--- src/rtl/core/rfeu_pkg.sv ---
// ----------------------------------------------------------------------------
// rfeu_pkg - register file execute unit package
// Shared codes, widths and types for the execute unit and its channels.
// ----------------------------------------------------------------------------
package rfeu_pkg;

  localparam int FUNC_W  = 2;
  localparam int REG_W   = 4;
  localparam int BYTE_W  = 8;
  localparam int WORD_W  = 32;

  localparam int NUM_BYTE_REGS = 4;
  localparam int NUM_WORD_REGS = 6;

  // Operation codes.
  localparam logic [FUNC_W-1:0] FUNC_SET = 2'd0;
  localparam logic [FUNC_W-1:0] FUNC_SUM = 2'd1;
  localparam logic [FUNC_W-1:0] FUNC_SUB = 2'd2;
  localparam logic [FUNC_W-1:0] FUNC_JNZ = 2'd3;

  // Register codes.
  localparam logic [REG_W-1:0] REG_WORD0 = 4'd4;
  localparam logic [REG_W-1:0] REG_SI    = 4'd8;
  localparam logic [REG_W-1:0] REG_DI    = 4'd9;
  localparam logic [REG_W-1:0] REG_PC    = 4'd10;

  typedef struct packed {
    logic [FUNC_W-1:0] func;
    logic [REG_W-1:0]  dest_reg;
    logic [REG_W-1:0]  src_reg;
    logic [WORD_W-1:0] immediate;
  } instr_t;

  // Write requests from the execute logic to the register file.
  typedef struct packed {
    logic              reg_wr_en;
    logic [REG_W-1:0]  reg_wr_code;
    logic [WORD_W-1:0] reg_wr_data;
    logic              pc_wr_en;
    logic [WORD_W-1:0] pc_wr_data;
  } wr_req_t;

  typedef struct packed {
    logic [WORD_W-1:0] pc_value;
    logic              pc_modified;
    logic [WORD_W-1:0] dest_value;
  } result_t;

endpackage

--- src/rtl/core/rfeu_channels.sv ---
// ----------------------------------------------------------------------------
// rfeu_channels - valid/ready channels of the execute unit
// Instruction channel and result channel, each with source and sink views.
// ----------------------------------------------------------------------------
interface rfeu_in_if
  import rfeu_pkg::*;
  ();
  logic              valid;
  logic              ready;
  logic [FUNC_W-1:0] func;
  logic [REG_W-1:0]  dest_reg;
  logic [REG_W-1:0]  src_reg;
  logic [WORD_W-1:0] immediate;

  modport source (output valid, func, dest_reg, src_reg, immediate, input ready);
  modport sink   (input valid, func, dest_reg, src_reg, immediate, output ready);
endinterface

interface rfeu_out_if
  import rfeu_pkg::*;
  ();
  logic              valid;
  logic              ready;
  logic [WORD_W-1:0] pc_value;
  logic              pc_modified;
  logic [WORD_W-1:0] dest_value;

  modport source (output valid, pc_value, pc_modified, dest_value, input ready);
  modport sink   (input valid, pc_value, pc_modified, dest_value, output ready);
endinterface

--- src/rtl/core/rfeu_regfile.sv ---
// ----------------------------------------------------------------------------
// rfeu_regfile - mixed-width register file
// Four byte registers, six word registers (SI, DI last) and the PC, with two
// zero-extended read ports and one write port plus a PC write port.
// ----------------------------------------------------------------------------
module rfeu_regfile
  import rfeu_pkg::*;
(
  input  logic              clk,
  input  logic              rst_n,
  input  logic              wr_fire,
  input  wr_req_t           wr_req,
  input  logic [REG_W-1:0]  rd_a_code,
  input  logic [REG_W-1:0]  rd_b_code,
  output logic [WORD_W-1:0] rd_a_data,
  output logic [WORD_W-1:0] rd_b_data,
  output logic [WORD_W-1:0] pc
);

  logic [BYTE_W-1:0] byte_regs_r [NUM_BYTE_REGS];
  logic [WORD_W-1:0] word_regs_r [NUM_WORD_REGS];
  logic [WORD_W-1:0] pc_r;

  function automatic logic [WORD_W-1:0] read_reg(
    input logic [REG_W-1:0]  code,
    input logic [BYTE_W-1:0] bregs [NUM_BYTE_REGS],
    input logic [WORD_W-1:0] wregs [NUM_WORD_REGS],
    input logic [WORD_W-1:0] pcv
  );
    logic [REG_W-1:0] widx;
    widx = code - REG_WORD0;
    if (code < REG_WORD0) begin
      read_reg = {{(WORD_W-BYTE_W){1'b0}}, bregs[code[1:0]]};
    end else if (code < REG_PC) begin
      read_reg = wregs[widx[2:0]];
    end else if (code == REG_PC) begin
      read_reg = pcv;
    end else begin
      read_reg = '0;
    end
  endfunction

  assign rd_a_data = read_reg(rd_a_code, byte_regs_r, word_regs_r, pc_r);
  assign rd_b_data = read_reg(rd_b_code, byte_regs_r, word_regs_r, pc_r);
  assign pc        = pc_r;

  logic [REG_W-1:0] wr_widx;
  assign wr_widx = wr_req.reg_wr_code - REG_WORD0;

  always_ff @(posedge clk) begin
    if (!rst_n) begin
      for (int i = 0; i < NUM_BYTE_REGS; i++) byte_regs_r[i] <= '0;
      for (int i = 0; i < NUM_WORD_REGS; i++) word_regs_r[i] <= '0;
      pc_r <= '0;
    end else if (wr_fire) begin
      if (wr_req.reg_wr_en) begin
        if (wr_req.reg_wr_code < REG_WORD0) begin
          byte_regs_r[wr_req.reg_wr_code[1:0]] <= wr_req.reg_wr_data[BYTE_W-1:0];
        end else if (wr_req.reg_wr_code < REG_PC) begin
          word_regs_r[wr_widx[2:0]] <= wr_req.reg_wr_data;
        end else if (wr_req.reg_wr_code == REG_PC) begin
          pc_r <= wr_req.reg_wr_data;
        end
      end else if (wr_req.pc_wr_en) begin
        pc_r <= wr_req.pc_wr_data;
      end
    end
  end

endmodule

--- src/rtl/core/rfeu_exec.sv ---
// ----------------------------------------------------------------------------
// rfeu_exec - instruction execute logic
// Computes the register file writes and the result fields of one
// instruction from the operand values read this cycle.
// ----------------------------------------------------------------------------
module rfeu_exec
  import rfeu_pkg::*;
(
  input  instr_t            instr,
  input  logic [WORD_W-1:0] dest_val,
  input  logic [WORD_W-1:0] src_val,
  input  logic [WORD_W-1:0] pc,
  output wr_req_t           wr_req,
  output result_t           result
);

  logic              dst_byte;
  logic              dst_pc;
  logic              dst_used;
  logic [WORD_W-1:0] alu_res;
  logic [WORD_W-1:0] jnz_target;

  assign dst_byte = (instr.dest_reg < REG_WORD0);
  assign dst_pc   = (instr.dest_reg == REG_PC);
  assign dst_used = (instr.dest_reg <= REG_PC);

  assign jnz_target = (dest_val != '0) ? instr.immediate : pc + 32'd1;

  always_comb begin
    case (instr.func)
      FUNC_SET: alu_res = instr.immediate;
      FUNC_SUM: alu_res = dest_val + src_val;
      FUNC_SUB: alu_res = dest_val - src_val;
      default:  alu_res = jnz_target;
    endcase
  end

  always_comb begin
    wr_req.reg_wr_code = instr.dest_reg;
    wr_req.reg_wr_data = alu_res;
    wr_req.pc_wr_data  = jnz_target;
    result.pc_modified = 1'b0;
    if (instr.func == FUNC_JNZ) begin
      wr_req.reg_wr_en   = 1'b0;
      wr_req.pc_wr_en    = 1'b1;
      result.pc_modified = 1'b1;
      result.pc_value    = jnz_target;
      result.dest_value  = dst_pc ? jnz_target : dest_val;
    end else begin
      wr_req.reg_wr_en   = 1'b1;
      wr_req.pc_wr_en    = 1'b0;
      // Outside JNZ, only SET reports a PC write; SUM and SUB into PC change it silently.
      result.pc_modified = dst_pc && (instr.func == FUNC_SET);
      result.pc_value    = dst_pc ? alu_res : pc;
      if (!dst_used) begin
        result.dest_value = '0;
      end else if (dst_byte) begin
        result.dest_value = {{(WORD_W-BYTE_W){1'b0}}, alu_res[BYTE_W-1:0]};
      end else begin
        result.dest_value = alu_res;
      end
    end
  end

endmodule

--- src/rtl/core/register_file_execute_unit.sv ---
// Each instruction passes the input register and then the result register.
// Throughput: one instruction per cycle while results are accepted, dependent
// ones back to back, since the register file is read, updated and written
// back in one execute stage. A stalled result holds the execute stage, and
// the input stalls only while an instruction also waits in the input register.
// Reset (synchronous, rst_n low) clears only the register file, PC and valid flags.
// ----------------------------------------------------------------------------
// register_file_execute_unit - top level
// Input register, execute stage over the register file, result register.
// ----------------------------------------------------------------------------
module register_file_execute_unit
  import rfeu_pkg::*;
(
  input  logic       clk,
  input  logic       rst_n,
  rfeu_in_if.sink    in_if,
  rfeu_out_if.source out_if
);

  logic    stg_valid_r;
  instr_t  stg_instr_r;
  logic    out_valid_r;
  result_t out_result_r;

  logic              exec_fire;
  logic              in_fire;
  logic [WORD_W-1:0] dest_val;
  logic [WORD_W-1:0] src_val;
  logic [WORD_W-1:0] pc;
  wr_req_t           wr_req;
  result_t           result;

  assign exec_fire   = stg_valid_r && (!out_valid_r || out_if.ready);
  assign in_if.ready = !stg_valid_r || exec_fire;
  assign in_fire     = in_if.valid && in_if.ready;

  rfeu_regfile u_regfile (
    .clk       (clk),
    .rst_n     (rst_n),
    .wr_fire   (exec_fire),
    .wr_req    (wr_req),
    .rd_a_code (stg_instr_r.dest_reg),
    .rd_b_code (stg_instr_r.src_reg),
    .rd_a_data (dest_val),
    .rd_b_data (src_val),
    .pc        (pc)
  );

  rfeu_exec u_exec (
    .instr    (stg_instr_r),
    .dest_val (dest_val),
    .src_val  (src_val),
    .pc       (pc),
    .wr_req   (wr_req),
    .result   (result)
  );

  always_ff @(posedge clk) begin
    if (!rst_n) begin
      stg_valid_r <= 1'b0;
    end else if (in_if.ready) begin
      stg_valid_r <= in_if.valid;
    end
  end

  always_ff @(posedge clk) begin
    if (in_fire) begin
      stg_instr_r.func      <= in_if.func;
      stg_instr_r.dest_reg  <= in_if.dest_reg;
      stg_instr_r.src_reg   <= in_if.src_reg;
      stg_instr_r.immediate <= in_if.immediate;
    end
  end

  always_ff @(posedge clk) begin
    if (!rst_n) begin
      out_valid_r <= 1'b0;
    end else if (exec_fire) begin
      out_valid_r <= 1'b1;
    end else if (out_if.ready) begin
      out_valid_r <= 1'b0;
    end
  end

  always_ff @(posedge clk) begin
    if (exec_fire) begin
      out_result_r <= result;
    end
  end

  assign out_if.valid       = out_valid_r;
  assign out_if.pc_value    = out_result_r.pc_value;
  assign out_if.pc_modified = out_result_r.pc_modified;
  assign out_if.dest_value  = out_result_r.dest_value;

`ifndef ASSERT_OFF
  // Every executed JNZ reports a PC write in its result.
  a_jnz_modified: assert property (@(posedge clk) disable iff (!rst_n)
    exec_fire && (stg_instr_r.func == FUNC_JNZ) |=> out_result_r.pc_modified)
    else $error("JNZ result without pc_modified");

  // A SET into PC shows the immediate as the new PC.
  a_set_pc: assert property (@(posedge clk) disable iff (!rst_n)
    exec_fire && (stg_instr_r.func == FUNC_SET) && (stg_instr_r.dest_reg == REG_PC)
    |=> (out_result_r.pc_value == $past(stg_instr_r.immediate)))
    else $error("SET to PC gave wrong pc_value");

  // An instruction held in the input register is not lost while stalled.
  a_stage_hold: assert property (@(posedge clk) disable iff (!rst_n)
    stg_valid_r && !exec_fire |=> stg_valid_r && $stable(stg_instr_r))
    else $error("stalled instruction dropped or changed");

  // The input side stalls only behind a blocked result.
  a_ready_cause: assert property (@(posedge clk) disable iff (!rst_n)
    !in_if.ready |-> stg_valid_r && out_valid_r && !out_if.ready)
    else $error("input stalled without cause");
`endif

endmodule

--- src/flat_wrapper.sv ---
// flat-port wrapper written by rule: the top's interface ports become plain ports
module register_file_execute_unit_flat import rfeu_pkg::*;
  (clk, rst_n, in_if_valid, in_if_func, in_if_dest_reg, in_if_src_reg, in_if_immediate, in_if_ready, out_if_valid, out_if_pc_value, out_if_pc_modified, out_if_dest_value, out_if_ready);
  rfeu_in_if in_if_i ();
  rfeu_out_if out_if_i ();
  input  logic clk;
  input  logic rst_n;
  input wire logic [$bits(in_if_i.valid)-1:0] in_if_valid;
  input wire logic [$bits(in_if_i.func)-1:0] in_if_func;
  input wire logic [$bits(in_if_i.dest_reg)-1:0] in_if_dest_reg;
  input wire logic [$bits(in_if_i.src_reg)-1:0] in_if_src_reg;
  input wire logic [$bits(in_if_i.immediate)-1:0] in_if_immediate;
  output wire logic [$bits(in_if_i.ready)-1:0] in_if_ready;
  output wire logic [$bits(out_if_i.valid)-1:0] out_if_valid;
  output wire logic [$bits(out_if_i.pc_value)-1:0] out_if_pc_value;
  output wire logic [$bits(out_if_i.pc_modified)-1:0] out_if_pc_modified;
  output wire logic [$bits(out_if_i.dest_value)-1:0] out_if_dest_value;
  input wire logic [$bits(out_if_i.ready)-1:0] out_if_ready;
  assign in_if_i.valid = in_if_valid;
  assign in_if_i.func = in_if_func;
  assign in_if_i.dest_reg = in_if_dest_reg;
  assign in_if_i.src_reg = in_if_src_reg;
  assign in_if_i.immediate = in_if_immediate;
  assign in_if_ready = in_if_i.ready;
  assign out_if_valid = out_if_i.valid;
  assign out_if_pc_value = out_if_i.pc_value;
  assign out_if_pc_modified = out_if_i.pc_modified;
  assign out_if_dest_value = out_if_i.dest_value;
  assign out_if_i.ready = out_if_ready;
  register_file_execute_unit u_core (.clk(clk), .rst_n(rst_n), .in_if(in_if_i), .out_if(out_if_i));
endmodule
--- config.mk ---
export PLATFORM = sky130hd
export DESIGN_NAME = register_file_execute_unit_flat
export DESIGN_NICKNAME = d
export VERILOG_FILES = /design/src/rtl/core/rfeu_pkg.sv /design/src/rtl/core/rfeu_channels.sv /design/src/rtl/core/rfeu_regfile.sv /design/src/rtl/core/rfeu_exec.sv /design/src/rtl/core/register_file_execute_unit.sv /design/src/flat_wrapper.sv
export SDC_FILE = /design/constraint.sdc
export NUM_CORES = 1
export LEC_CHECK = 0
export BUFFER_PORTS_ARGS = -buffer_cell sky130_fd_sc_hd__clkbuf_2
export CAP_MARGIN = 15
export CORE_MARGIN = 2
export CORE_UTILIZATION = 28
export CTS_CLUSTER_DIAMETER = 30
export DETAILED_ROUTE_END_ITERATION = 6
export GPL_TIMING_DRIVEN = 0
export PLACE_DENSITY_LB_ADDON = 0.3
export SLEW_MARGIN = 20
export SYNTH_ARGS = -nofsm -noshare
export SYNTH_HDL_FRONTEND = slang
export SYNTH_SLANG_ARGS = --single-unit
--- constraint.sdc ---
create_clock -name clk -period 12.7 [get_ports clk]
set_clock_uncertainty 0.15 [all_clocks]
set_input_delay 1.27 -clock clk [delete_from_list [all_inputs] [get_ports clk]]
set_output_delay 1.27 -clock clk [all_outputs]
set_load 0.05 [all_outputs]
==> results.sh, run 1 <==
export IMPL_status="finished with violations"
export IMPL_violations="DRC"
export IMPL_maxCapViolCount=0
export IMPL_startpoint="u_core.stg_instr_r[33]"
export IMPL_async_reset_ff_frac=0
export IMPL_grt_pass1_vias=19600
export IMPL_vias=20500
export IMPL_ys_types=82
export IMPL_nets=2611
export IMPL_crit_path_start_kind="flip-flop"
export IMPL_dp_hpwl_um=72600
export IMPL_ys_warn_count=0
export IMPL_fin_setup_tns_ns=0
export IMPL_setup_viol=0
export IMPL_synth_top_area_share=0.244
export IMPL_fin_util=0.353
export IMPL_dr_first_iter_drc_count=2520
export IMPL_synth_seq_cells=365
export IMPL_syn2layout_area_growth_pct=24.5
export IMPL_finalMaxSlewViolations=0
export IMPL_met2_length_um=42900
export IMPL_synth_enable_flop_cells=107
export IMPL_path_class="flip-flop to flip-flop"
export IMPL_dieArea_um2=77800
export IMPL_worst_path_max_delay_cell="a211oi_1"
export IMPL_drive_above_1_share=0.166
export IMPL_grt_max_degree=54
export IMPL_syn_area_per_cell_um2=9.16
export IMPL_cts_setup_buffers=0
export IMPL_drc=6
export IMPL_fmax_mhz=120
export IMPL_rrSetupSlack_ns=4.39
export IMPL_wl_per_cell_um=27.0
export IMPL_die_h_um=279
export IMPL_pre_cts_ws_ns=4.66
export IMPL_ys_flop_type="dfxtp_1"
export IMPL_critPathTopFamily="compound AO/OA/AOI/OAI gates"
export IMPL_vias_per_cell=5.74
export IMPL_cts_hold_buf=0
export IMPL_htreeDepth=3
export IMPL_crit_path_end_kind="flip-flop"
export IMPL_path_cells="buf_4, buf_4, buf_2, buf_4, mux2i_1, o22ai_1, a31oi_1, ha_1, nand2_1, nor2_1, a21oi_1, xor2_1, ha_1, nand2_1, a211oi_1, o21ai_0, a21oi_1, a21o_1, a21oi_1, o21ai_0, xnor3_1, a21oi_2, o21bai_1"
export IMPL_crit_cells=23
export IMPL_cts_resized=0
export IMPL_synthCells=2311
export IMPL_place_inst=3399
export IMPL_tritoncts="built"
export IMPL_power_density_nw_per_um2=169
export IMPL_portBuffers=112
export IMPL_grt_total_usage=0.242
export IMPL_p_leak_nw=9.41
export IMPL_worstMarginPinSlew_ns=1.25
export IMPL_clock_sinks=365
export IMPL_ir_worst_vdd_mv=0.0998
export IMPL_drt_wl_total_um=96600
export IMPL_grt_setup_unrepaired="no"
export IMPL_yosys_area_top_type="dfxtp_1"
export IMPL_clk_pin_slew_ns=0.05
export IMPL_hp_class="flip-flop to flip-flop"
export IMPL_wl_met3_um=9150
export IMPL_wl_met1_um=38900
export IMPL_antenna_found_initial=0
export IMPL_min_from="u_core.u_regfile.word_regs_r[27]"
export IMPL_clk_path_buf_depth=3
export IMPL_synth_nets=2394
export IMPL_cts_made_buffers=93
export IMPL_netlist_area_um2=21200
export IMPL_synthTopCellsByArea="dfxtp_1, edfxtp_1, mux4_2"
export IMPL_grt_pass1_wl_um=138000
export IMPL_die_w_um=279
export IMPL_reg2reg_to="u_core.out_if.dest_value[31]"
export IMPL_floorplan_initialDensity=0.283
export IMPL_r2r_start="u_core.stg_instr_r[33]"
export IMPL_hold_viol=0
export IMPL_fin_ws_ns=4.39
export IMPL_post_layout_nonfiller_instances=3573
export IMPL_root_buffer="clkbuf_16"
export IMPL_max_slew_margin_rel=0.157
export IMPL_endpoint="u_core.out_if.dest_value[31]"
export IMPL_place_congestion=0.990
export IMPL_fillers=7708
export IMPL_min_period_ns=8.31
export IMPL_arrival_ns=8.51
export IMPL_grt_overflow=0
export IMPL_drt_pass1_iterations=7
export IMPL_core_area_um2=74700
export IMPL_path_buf_inv=4
export IMPL_synth_commonest_cells="dfxtp_1, nor2_1, nand2_1"
export IMPL_slowest_delay_ns=0.74
export IMPL_r2r_cells=23
export IMPL_worstSkewPairLatency_ns=0.66
export IMPL_synth_most_common_cell="dfxtp_1"
export IMPL_period_share=0.654
export IMPL_ios=113
export IMPL_worstPathRequired_ns=12.90
export IMPL_synth_yosys_seq_area_share=0.396
export IMPL_top_layer="met4"
export IMPL_rows=100
export IMPL_diodes=0
export IMPL_ant_nets=0
export IMPL_critPathMaxFanout=10
==> placed cells by master, fill, tap and decap left out, types with 15 or more instances in the layout <==
cell / instances
edfxtp_1: 107
mux2i_1: 102
o211ai_1: 17
mux4_2: 59
nor2_1: 249
a21oi_1: 158
clkbuf_1: 170
ha_1: 36
mux2_2: 31
a21o_1: 22
a211oi_1: 161
o22ai_1: 47
o21ai_0: 183
nand2b_1: 30
inv_1: 32
and2_1: 17
buf_2: 15
a31oi_1: 27
nand2_1: 201
dfxtp_1: 258
xnor2_1: 53
buf_4: 16
nor3_1: 16
nor2b_1: 15
xor2_1: 29
clkbuf_16: 95
clkbuf_2: 112
clkinv_2: 15
a22oi_1: 36
nand3_1: 30
==> stage by stage <==
step                      instance area, µm²  total power, mW  hold slack, ns
after global routing                   26300             4.58           0.356
after global placement                 22900             2.00           0.318
after detailed placement               23000             2.00           0.322
after CTS                              26300             4.46           0.333
final                                  26300             4.47           0.334
after floorplan                        21200             1.74           0.304
==> power by group <==
part | total [mW] | switching (mW) | internal (mW) | leakage [nW]
registers | 1.27 | 0.0278 | 1.25 | 3.12
clock network | 2.45 | 0.799 | 1.65 | 1.60
logic | 0.741 | 0.528 | 0.213 | 4.69
==> routing by layer <==
metal | vias to the layer above | global-route usage
met5 | - | 0
met4 | 0 | 0.140
met3 | 272 | 0.0521
met2 | 1150 | 0.376
met1 | 10000 | 0.310
li1 | 9082 | -
==> tightest hold or removal path, stage by stage, from the launching register on <==
cell and delay (ns):
dfxtp_1 0.32, nand2_1 0.06, o22ai_1 0.06
==> kinds of logic (layout without fill, tap and decap cells) <==
logic type                 count (synthesis)  after routing  synth area share
adders and majority gates                 37             37            0.0222
xor gates and xnor gates                  83             83            0.0350
muxes                                    197            197             0.132
buffers and inverters                    242            535            0.0498
DFF                                      365            365             0.396
and+or+nand+nor                          622            622             0.132
AOI/OAI and AO/OA                        765            765             0.232
==> worst min-delay path by stage <==
stage,end,slack (ns),depth (start not counted)
2_1_floorplan,u_core.u_regfile.word_regs_r[148],0.30,2
3_3_place_gp,u_core.u_regfile.word_regs_r[84],0.32,2
3_5_place_dp,u_core.u_regfile.word_regs_r[84],0.32,2
4_1_cts,u_core.u_regfile.word_regs_r[84],0.33,2
5_1_grt,u_core.u_regfile.word_regs_r[120],0.36,2
6_report,u_core.u_regfile.word_regs_r[27],0.33,2
==> area by class of cell <==
cell class	instances	area, µm²	share of cell area
multi-input combinational	1704	11700	0.446
sequential	365	8380	0.318
clock buffer	116	2580	0.0978
tap	969	1210	0.0460
buffer	208	926	0.0351
clock inverter	55	712	0.0270
timing repair buffer	122	668	0.0254
inverter	34	130	0.00494
==> flip-flops by register name, indices dropped and copies added, names as in the netlist <==
| name | flops |
|---|---|
| u_core.u_regfile.word_regs_r | 192 |
| u_core.stg_instr_r | 42 |
| u_core.out_if.dest_value | 32 |
| u_core.out_if.pc_value | 32 |
| u_core.u_regfile.byte_regs_r | 32 |
| u_core.u_regfile.pc | 32 |
| u_core.out_if.pc_modified | 1 |
| u_core.out_if.valid | 1 |
| u_core.stg_valid_r | 1 |
Note: power is estimated with default switching activity, not from simulation.
==> run 2: changes to the inputs <==
--- a/config.mk
+++ b/config.mk
@@ -5,6 +5,7 @@
 export SDC_FILE = /design/constraint.sdc
 export NUM_CORES = 1
 export LEC_CHECK = 0
+export ABC_AREA = 1
 export BUFFER_PORTS_ARGS = -buffer_cell sky130_fd_sc_hd__clkbuf_2
 export CAP_MARGIN = 15
 export CORE_MARGIN = 2
==> constraint.sdc (replaced) <==
create_clock -name clk -period 8.22 [get_ports clk]
set_clock_uncertainty 0.15 [all_clocks]
set_input_delay 0.822 -clock clk [delete_from_list [all_inputs] [get_ports clk]]
set_output_delay 0.822 -clock clk [all_outputs]
set_load 0.05 [all_outputs]
==> run 2 against run 1 <==
The flow now finishes without violations. Design area up 14%. Sequential power up 54%. Register-to-register slack worse by 3.2 ns. Global-route usage up 1.6 points. Hold slack worse by 0.16 ns. Combinational power up 65%. Via count up 36%. Die area up 15%. Critical path depth up 8. Clock-buffer cell count up 4. Largest cell class unchanged.
==> results.sh, run 2 <==
export IMPL_path_class="flip-flop to flip-flop"
export IMPL_fmax_mhz=143
export IMPL_critPathTopFamily="simple AND/OR/NAND/NOR gates"
export IMPL_nets=4061
export IMPL_core_area_um2=86600
export IMPL_floorplan_initialDensity=0.282
export IMPL_rows=108
export IMPL_fin_area_um2=30000
export IMPL_ios=113
export IMPL_grt_pass1_wl_um=170000
export IMPL_layout_commonest_cell="nand2_1"
export IMPL_drt_wl_total_um=120000
export IMPL_synth_enable_flop_cells=107
export IMPL_fin_ws_ns=1.23
export IMPL_grt_setup_unrepaired="no"
export IMPL_cts_setup_buffers=0
export IMPL_largest_reg_flops=192
export IMPL_top_regs="u_core.u_regfile.word_regs_r: 192 flops, u_core.stg_instr_r: 42 flops"
export IMPL_clk_pin_slew_ns=0.05
export IMPL_slowest_delay_ns=0.90
export IMPL_crit_top_cell="nand2_1"
export IMPL_cts_resized=0
export IMPL_place_inst=5031
export IMPL_htreeDepth=3
export IMPL_grt_overflow=0
export IMPL_holdPathStages=1
export IMPL_vias=28000
export IMPL_netlist_area_um2=24400
export IMPL_synth_top_area_share=0.212
export IMPL_ys_flop_type="dfxtp_1"
export IMPL_synth_most_common_cell="nand2_1"
export IMPL_grt_pass1_vias=25800
export IMPL_crit_cells=31
export IMPL_clock_sinks=365
export IMPL_syn_area_per_cell_um2=6.49
export IMPL_fin_util=0.346
export IMPL_antenna_found_initial=6
export IMPL_cts_made_buffers=100
export IMPL_synthTopCellsByArea="dfxtp_1, nand2_1, edfxtp_1"
export IMPL_place_congestion=1.01
export IMPL_fin_setup_tns_ns=0
export IMPL_worstMarginPinSlew_ns=1.24
export IMPL_period_share=0.850
export IMPL_ys_warn_count=0
export IMPL_synth_seq_cells=365
export IMPL_finalMaxSlewViolations=0
export IMPL_dp_hpwl_um=92900
export IMPL_post_dp_cell_area_um2=26500
export IMPL_portBuffers=112
export IMPL_grt_max_degree=52
export IMPL_vias_per_cell=5.37
export IMPL_worst_path_max_delay_cell="clkbuf_1"
export IMPL_power_mw=7.27
export IMPL_crit_path_end_kind="flip-flop"
export IMPL_pre_cts_ws_ns=1.63
export IMPL_tritoncts="built"
export IMPL_yosys_area_top_type="dfxtp_1"
export IMPL_ir_worst_vdd_mv=0.171
export IMPL_maxCapViolCount=0
export IMPL_dieArea_um2=89500
export IMPL_clk_path_buf_depth=3
export IMPL_async_reset_ff_frac=0
export IMPL_diodes=0
export IMPL_worstSkewPairLatency_ns=0.68
export IMPL_drc=0
export IMPL_ant_nets=0
export IMPL_regMostFlops="u_core.u_regfile.word_regs_r"
export IMPL_hp_class="input pin to flip-flop"
export IMPL_p_leak_nw=14.1
export IMPL_arrival_ns=7.24
export IMPL_most_common_layout_cells="nand2_1, inv_1, a21oi_1, nand3_1, dfxtp_1"
export IMPL_status="complete, no violations"
export IMPL_max_slew_margin_rel=0.168
export IMPL_min_period_ns=6.99
export IMPL_power_density_nw_per_um2=242
export IMPL_die_h_um=299
export IMPL_crit_path_start_kind="flip-flop"
export IMPL_critPathMaxFanout=10
export IMPL_path_buf_inv=4
export IMPL_die_w_um=299
export IMPL_synth_commonest_cells="nand2_1, inv_1, a21oi_1"
export IMPL_ys_types=52
export IMPL_grt_total_usage=0.258
export IMPL_setup_viol=0
export IMPL_synth_nets=3845
export IMPL_worstPathRequired_ns=8.47
export IMPL_drt_pass1_iterations=6
export IMPL_post_layout_nonfiller_instances=5217
export IMPL_wl_per_cell_um=23.0
export IMPL_holdWs_ns=0.177
export IMPL_r2r_cells=31
export IMPL_root_buffer="clkbuf_16"
export IMPL_synthCells=3762
export IMPL_cts_hold_buf=0
export IMPL_hold_viol=0
export IMPL_drive_above_1_share=0.105
export IMPL_syn2layout_area_growth_pct=22.9
export IMPL_synth_yosys_seq_area_share=0.343
export IMPL_dr_first_iter_drc_count=3913
-- run 2: changes by cell type in the layout (fill, tap and decap cells not counted), sizes merged, moves of 32 or more --
| cell | change |
|---|---|
| a211oi | -160 |
| nand3 | +351 |
| o22ai | +33 |
| o21ai | +36 |
| inv | +603 |
| mux2 | -33 |
| mux2i | -102 |
| xnor2 | -37 |
| o211ai | +32 |
| nor2 | -58 |
| mux4 | -62 |
| a21oi | +213 |
| nand2 | +767 |
-- run 2: cell type report --
type | instances | area (µm²)
clock buffer | 120 | 2700
multi-input combinational | 2533 | 12600
tap | 1155 | 1450
fill | 9490 | 56600
clock inverter | 66 | 832
timing repair buffer | 114 | 608
buffer | 227 | 1020
inverter | 637 | 2390
sequential | 365 | 8380
-- run 2: kinds of logic (layout without fill, tap and decap cells) --
group / Yosys count / after routing / share of synthesized area
flops: 365 / 365 / 0.343
compound gates: 810 / 810 / 0.186
simple gates: 1623 / 1623 / 0.289
fa+ha+maj: 37 / 37 / 0.0193
xor+xnor: 63 / 63 / 0.0226
buf+inv: 864 / 1164 / 0.140
-- run 2: final timing paths --
path,slack [ns],end,startpoint
worst max-delay path,1.23,u_core.out_if.dest_value[24],u_core.stg_instr_r[33]
worst min register to register,0.36,u_core.out_if.valid,u_core.out_if.valid
worst max register to register,1.23,u_core.out_if.dest_value[24],u_core.stg_instr_r[33]
worst min-delay path,0.18,u_core.stg_instr_r[21],in_if_immediate[21]
-- run 2: power breakdown --
group / switching, mW / internal [mW] / leakage, nW
clock: 1.30 / 2.79 / 1.71
combinational: 0.943 / 0.280 / 9.29
sequential: 0.0338 / 1.93 / 3.12
-- run 2: per-layer routing --
| layer | up-vias | GRT usage | wire (µm) |
|---|---|---|---|
| li1 | 12700 | - | - |
| met1 | 13200 | 0.346 | 49600 |
| met2 | 1673 | 0.391 | 51700 |
| met3 | 352 | 0.0558 | 12500 |
| met4 | 8 | 0.128 | 6170 |
| met5 | - | 0 | 59 |
